<file path="src/hw/rtl/assert_macros.svh">
// assertion macros shared by the rtl
`ifndef ASSERT_MACROS_SVH
`define ASSERT_MACROS_SVH

// antecedent implies consequent in the same cycle
`define ASSERT_SAME(label, clk, rst_n, ante, cons) \
	label: assert property (@(posedge clk) disable iff (!rst_n) (ante) |-> (cons)) \
		else $error("assertion failed");

// antecedent implies consequent in the next cycle
`define ASSERT_NEXT(label, clk, rst_n, ante, cons) \
	label: assert property (@(posedge clk) disable iff (!rst_n) (ante) |=> (cons)) \
		else $error("assertion failed");

`endif

</file>
<file path="src/hw/rtl/lr_pkg.sv">
package lr_pkg;

	localparam int COORD_BITS = 11;
	localparam int DEC_BITS   = COORD_BITS + 3;

	typedef logic [COORD_BITS-1:0]      coord_t;
	typedef logic signed [DEC_BITS-1:0] dec_t;

	// item modes
	localparam logic MODE_LOAD = 1'b0;
	localparam logic MODE_STEP = 1'b1;

	typedef struct packed {
		logic   mode;
		coord_t start_x;
		coord_t start_y;
		coord_t end_x;
		coord_t end_y;
	} in_item_t;

	typedef struct packed {
		coord_t pixel_x;
		coord_t pixel_y;
		logic   pixel_valid;
		logic   last_pixel;
	} out_item_t;

	// walker state
	typedef struct packed {
		coord_t cur_x;
		coord_t cur_y;
		dec_t   decision;
		dec_t   inc_axial;
		dec_t   inc_diagonal;
		coord_t steps_left;
		logic   y_major;
		logic   x_leftward;
		logic   active;
	} lr_state_t;

endpackage

</file>
<file path="src/hw/rtl/lr_setup.sv">
module lr_setup (
	input  lr_pkg::in_item_t  item,
	output lr_pkg::lr_state_t init
);

	lr_pkg::coord_t x0, y0, x1, y1;
	lr_pkg::coord_t adx, ady, major, minor;
	lr_pkg::dec_t   major_e, minor_e;
	logic           swap, left, ymaj;

	always_comb begin
		// orient so y never decreases
		swap = item.start_y > item.end_y;
		x0   = swap ? item.end_x   : item.start_x;
		y0   = swap ? item.end_y   : item.start_y;
		x1   = swap ? item.start_x : item.end_x;
		y1   = swap ? item.start_y : item.end_y;

		left  = x0 > x1;
		adx   = left ? (x0 - x1) : (x1 - x0);
		ady   = y1 - y0;
		ymaj  = ady > adx;
		major = ymaj ? ady : adx;
		minor = ymaj ? adx : ady;

		major_e = {{(lr_pkg::DEC_BITS-lr_pkg::COORD_BITS){1'b0}}, major};
		minor_e = {{(lr_pkg::DEC_BITS-lr_pkg::COORD_BITS){1'b0}}, minor};

		init.cur_x        = x0;
		init.cur_y        = y0;
		init.inc_axial    = minor_e <<< 1;
		init.inc_diagonal = (minor_e - major_e) <<< 1;
		init.decision     = (minor_e <<< 1) - major_e;
		init.steps_left   = major;
		init.y_major      = ymaj;
		init.x_leftward   = left;
		init.active       = major != '0;
	end

endmodule

</file>
<file path="src/hw/rtl/lr_step.sv">
module lr_step (
	input  lr_pkg::lr_state_t cur,
	output lr_pkg::lr_state_t nxt
);

	logic           axial, move_x, move_y;
	lr_pkg::coord_t left_steps;

	always_comb begin
		// ties take the axial move
		axial  = cur.decision[lr_pkg::DEC_BITS-1] || (cur.decision == '0);
		move_x = !axial || !cur.y_major;
		move_y = !axial || cur.y_major;
		left_steps = cur.steps_left - lr_pkg::coord_t'(1);

		nxt = cur;
		if (move_x) begin
			nxt.cur_x = cur.x_leftward ? (cur.cur_x - lr_pkg::coord_t'(1))
			                           : (cur.cur_x + lr_pkg::coord_t'(1));
		end
		if (move_y) begin
			nxt.cur_y = cur.cur_y + lr_pkg::coord_t'(1);
		end
		nxt.decision   = cur.decision + (axial ? cur.inc_axial : cur.inc_diagonal);
		nxt.steps_left = left_steps;
		nxt.active     = left_steps != '0;
	end

endmodule

</file>
<file path="src/hw/rtl/line_rasterizer.sv">
// Bresenham line rasterizer. A load transfer (mode 0) takes two endpoints,
// orders them so y never decreases, sets up the decision term and emits the
// first pixel; each step transfer (mode 1) emits the next pixel, and the far
// endpoint comes out with last_pixel set. A segment of major length M gives
// M+1 pixels: one load plus M steps. A step with no segment in progress gives
// a result with pixel_valid low and all other fields zero. Every input
// transfer yields exactly one result transfer. Throughput is one transfer per
// clock while the result side does not stall. An accepted item is held in the
// input register, then the setup or step logic loads the result register and
// updates the walker state in the same cycle. With the result register full and
// stalled, one further item is held in the input register before req_ready drops.

`include "assert_macros.svh"

module line_rasterizer (
	input  logic              clk,
	input  logic              arst_n,
	input  logic              req_valid,
	output logic              req_ready,
	input  lr_pkg::in_item_t  req,
	output logic              rsp_valid,
	input  logic              rsp_ready,
	output lr_pkg::out_item_t rsp
);

	// input register stage
	logic              valid_s1;
	lr_pkg::in_item_t  item_s1;

	// walker state and result register
	lr_pkg::lr_state_t state_q;
	lr_pkg::out_item_t rsp_q;
	logic              rsp_valid_q;

	lr_pkg::lr_state_t init_state;
	lr_pkg::lr_state_t step_state;
	logic              advance;

	// segment setup from a load item
	lr_setup u_setup (
		.item (item_s1),
		.init (init_state)
	);

	// one pixel step of the walker
	lr_step u_step (
		.cur (state_q),
		.nxt (step_state)
	);

	// the input stage moves on when the result register is free or drained
	assign advance   = valid_s1 && (!rsp_valid_q || rsp_ready);
	assign req_ready = !valid_s1 || advance;
	assign rsp_valid = rsp_valid_q;
	assign rsp       = rsp_q;

	// input register
	always_ff @(posedge clk or negedge arst_n) begin
		if (!arst_n) begin
			valid_s1 <= 1'b0;
		end else if (req_ready) begin
			valid_s1 <= req_valid;
		end
	end

	always_ff @(posedge clk) begin
		if (req_ready && req_valid) begin
			item_s1 <= req;
		end
	end

	// walker state, updated as an item enters the result register, unless it is a step with no segment
	always_ff @(posedge clk or negedge arst_n) begin
		if (!arst_n) begin
			state_q <= '0;
		end else if (advance) begin
			if (item_s1.mode == lr_pkg::MODE_LOAD) begin
				state_q <= init_state;
			end else if (state_q.active) begin
				state_q <= step_state;
			end
		end
	end

	// result valid flag
	always_ff @(posedge clk or negedge arst_n) begin
		if (!arst_n) begin
			rsp_valid_q <= 1'b0;
		end else if (advance) begin
			rsp_valid_q <= 1'b1;
		end else if (rsp_ready) begin
			rsp_valid_q <= 1'b0;
		end
	end

	// result payload
	always_ff @(posedge clk) begin
		if (advance) begin
			if (item_s1.mode == lr_pkg::MODE_LOAD) begin
				rsp_q.pixel_x     <= init_state.cur_x;
				rsp_q.pixel_y     <= init_state.cur_y;
				rsp_q.pixel_valid <= 1'b1;
				rsp_q.last_pixel  <= !init_state.active;
			end else if (state_q.active) begin
				rsp_q.pixel_x     <= step_state.cur_x;
				rsp_q.pixel_y     <= step_state.cur_y;
				rsp_q.pixel_valid <= 1'b1;
				rsp_q.last_pixel  <= !step_state.active;
			end else begin
				// step with no segment in progress
				rsp_q <= '0;
			end
		end
	end

	// a segment in progress always has pixels left, an idle walker none
	`ASSERT_SAME(a_active_steps, clk, arst_n, state_q.active, state_q.steps_left != '0)
	`ASSERT_SAME(a_idle_steps, clk, arst_n, !state_q.active, state_q.steps_left == '0)
	// a stalled result freezes the walker
	`ASSERT_NEXT(a_stall_hold, clk, arst_n, rsp_valid_q && !rsp_ready, $stable(state_q))
	// a step without a segment yields an empty result
	`ASSERT_NEXT(a_idle_step, clk, arst_n,
		advance && (item_s1.mode == lr_pkg::MODE_STEP) && !state_q.active,
		!rsp_q.pixel_valid && !rsp_q.last_pixel)

endmodule

</file>
<file path="config.mk">
export PLATFORM = sky130hd
export DESIGN_NAME = line_rasterizer
export DESIGN_NICKNAME = d
export VERILOG_FILES = /design/src/hw/rtl/lr_pkg.sv /design/src/hw/rtl/lr_setup.sv /design/src/hw/rtl/lr_step.sv /design/src/hw/rtl/line_rasterizer.sv
export VERILOG_INCLUDE_DIRS = /design/src /design/src/hw/rtl
export SDC_FILE = /design/constraint.sdc
export NUM_CORES = 1
export LEC_CHECK = 0
export BUFFER_PORTS_ARGS = -buffer_cell sky130_fd_sc_hd__clkbuf_2
export CAP_MARGIN = 20
export CORE_ASPECT_RATIO = 0.8
export CORE_UTILIZATION = 40
export DETAILED_ROUTE_END_ITERATION = 12
export MAX_ROUTING_LAYER = met4
export PLACE_DENSITY = 0.61
export SYNTH_ARGS = -nofsm -noshare
export SYNTH_HDL_FRONTEND = slang
export SYNTH_SLANG_ARGS = --single-unit
export TNS_END_PERCENT = 1
</file>
<file path="constraint.sdc">
create_clock -name clk -period 12.5 [get_ports clk]
set_input_delay 1.875 -clock clk [delete_from_list [all_inputs] [get_ports clk]]
set_output_delay 1.875 -clock clk [all_outputs]
set_load 0.01 [all_outputs]
</file>
==> reports/qor.yml <==
cts:
  cts_setup_buffers: 0
  clock_path_buffers: 2
  cts_made_buffers: 17
  cts_tree: "built"
  clkSinkCount: 144
  clock_latency_ns: 0.44
  cts_resized: 0
  hold_buffers: 0
  htree_levels: 4
  clk_pin_slew_worst_paths_ns: 0.06
  cts-root-buf: "clkbuf_16"
logic_synthesis:
  synth.most_common_cell: "nand2_1"
  async_flop_share_pct: 52.08
  synth_edf_count: 69
  synth.distinct_cells: 82
  postSynthAreaPerCell_um2: 9.321
  synth_top_area_share_pct: 19.88
  synth_fp_nets: 1229
  mappedNetlistArea_um2: 10420
  synthTopCellsByCount: "nand2_1, a21oi_1, nor2_1, dfrtp_1, edfxtp_1"
  yosys-top-cells-area: "edfxtp_1, dfrtp_1, ha_1, mux2i_1, nand2_1"
  yosys_most_used_dff: "dfrtp_1"
  seq_area_frac_synth_pct: 37.89
  synth-seq-cells: 144
  synthCells: 1118
  synth.largest_area_cell: "edfxtp_1"
  yosys_warnings: 0
pwr:
  p_per_area_nw_per_um2: 261.7
  leakagePower_nw: 5.076
  irDropWorstVdd_v: 0.0001453
global_route:
  grt_pass1_wl_um: 44670
  grt_use_met2_pct: 33.00
  grt_util_met3_pct: 4.191
  grt_pass1_vias: 8149
  grt_use_total_pct: 22.26
  grt_max_degree: 63
  overflow: 0
  met1_usage_pct: 30.67
  antenna_found_initial: 0
  top_usage_layer: "met2"
setup_path:
  worstPathMaxFanout: 46
  setup.worst_path.class: "flip-flop to flip-flop"
  startpoint: "item_s1[30]"
  critPathArrivalTime_ns: 9.37
  critPathMostFrequentCell: "a21oi_1"
  worst_setup_path_start_kind: "flip-flop"
  r2r_end: "state_q[55]"
  ff2ff_path_depth: 32
  rrSetupSlack_ns: 3.47
  critPathCapture: "state_q[55]"
  cpPeakStageDelay_ns: 0.85
  worstPathRequired_ns: 12.84
  worst_setup_path_end_kind: "flip-flop"
  critPathSlowestCell: "a21o_2"
  rr_startpoint: "item_s1[30]"
floorplan:
  die_x_um: 182.5
  die_height_um: 146.4
  dieArea_um2: 26710
  row_count: 52
  core_um2: 25440
  initial_core_util_pct: 40.96
  pin_count: 75
timing:
  slew_headroom_pct: 34.20
  slew_violations: 0
  setup_violations: 0
  setup_tns_ns: 0
  rsz0062_at_grt: "false"
  skew_ns: 0.01254
  fmax_mhz: 110.8
  finalHoldViolCount: 0
  fin_crit_sh_pct: 72.21
  fin_crit_ns: 9.026
  worstMarginPinSlew_ns: 0.9871
route:
  drtAntennaViolNets: 0
  wl_per_cell_um: 17.80
  drc: 0
  wirelength_um: 27470
  vias_per_cell: 5.463
  drt_first_pass_iters: 5
  vias: 8430
  dr.first_iter.drc_count: 580
placed_design:
  port_buffers: 74
  place_congestion: 0.9471
  place.detailed.hpwl_um: 20210
cells_and_area:
  final_nets: 1290
  fin_util_pct: 45.99
  multi_input_area_um2: 6102
  antennaDiodeCount: 0
  regArea_um2: 3949
  layout-drive-gt1-share_pct: 16.44
  fill_cells: 2428
  areaGrowthSynthToFinish_pct: 12.26
outcome:
  status: "completed"
job:
  drv_cap: 0
worst_hold_path:
  holdCritPathClass: "flip-flop to flip-flop"
## how the worst min path moves through the flow
stage                 from          end  slack (ns)  depth (start not counted)
2_1_floorplan  state_q[17]  state_q[17]        0.43                          2
3_3_place_gp   state_q[37]  state_q[37]        0.45                          2
3_5_place_dp   state_q[31]  state_q[31]        0.46                          2
4_1_cts        state_q[17]  state_q[17]        0.47                          2
5_1_grt        state_q[16]  state_q[16]        0.50                          2
6_report       state_q[36]  state_q[36]        0.47                          2
## per-layer routing
layer  vias to the layer above  wire length, um
li1                       4164                -
met3                        28             1358
met2                       212            12210
met4                         0              489
met5                         -                0
met1                      4026            13410
## report_power, final
group / total (mW) / switching, mW / leakage (nW) / internal [mW]
clock: 0.494 / 0.218 / 0.265 / 0.276
combinational: 1.83 / 1.05 / 3.21 / 0.775
sequential: 0.740 / 0.104 / 1.60 / 0.636
## final cells by class
cell class / count / area share (%)
multi-input cells: 879 / 52.16
flip-flops and latches: 144 / 33.75
repair buffers: 85 / 3.893
well taps: 351 / 3.754
clock buffers: 18 / 3.668
inverters: 52 / 1.668
clock inverters: 14 / 1.102
## cell families (layout without fill, tap and decap cells)
kind of cell / after synthesis / in the layout / share of synthesized area [%]
buffers and inverters: 95 / 169 / 3.650
XOR/XNOR: 67 / 67 / 5.919
multiplexers: 88 / 88 / 9.017
flip-flops: 144 / 144 / 37.89
AO/OA/AOI/OAI: 300 / 300 / 18.41
AND/OR/NAND/NOR: 350 / 350 / 16.35
adder cells (fa/ha/maj): 74 / 74 / 8.765
## cells in the final DEF, fill, tap and decap left out, types with 37 or more instances in the layout
cell type	count
inv_1	52
edfxtp_1	69
clkbuf_2	73
mux2i_1	48
nor2_1	80
nand2_1	127
a21oi_1	91
o21ai_0	65
mux2_2	37
dfrtp_1	75
ha_1	60
## critical path, delay by kind of cell (launching register included)
family	cells	cell delay (ns)
mux	3	1.18
buf+inv	1	0.31
xor+xnor	1	0.17
fa+ha+maj	3	1.25
flops	1	0.43
simple gates	4	0.67
compound gates	20	4.93
## registers in the layout, summed over array words and instances, names as in the netlist
signal     cells
item_s1       45
rsp           24
rsp_valid      1
state_q       73
valid_s1       1
## through the flow
stage               hold WS, ns  setup WS (ns)  area [um2]  cells  power, mW
floorplan                0.4331          4.174       10420   1118      2.133
global placement         0.4547          3.806       11140   1511      2.528
detailed placement       0.4586          3.582       11140   1511      2.554
CTS                      0.4733          3.502       11700   1543      3.067
global route             0.4964          2.614       11700   1543      3.341
finish                   0.4735          3.474       11700   1543      3.062
(Power assumes the default switching activity.)
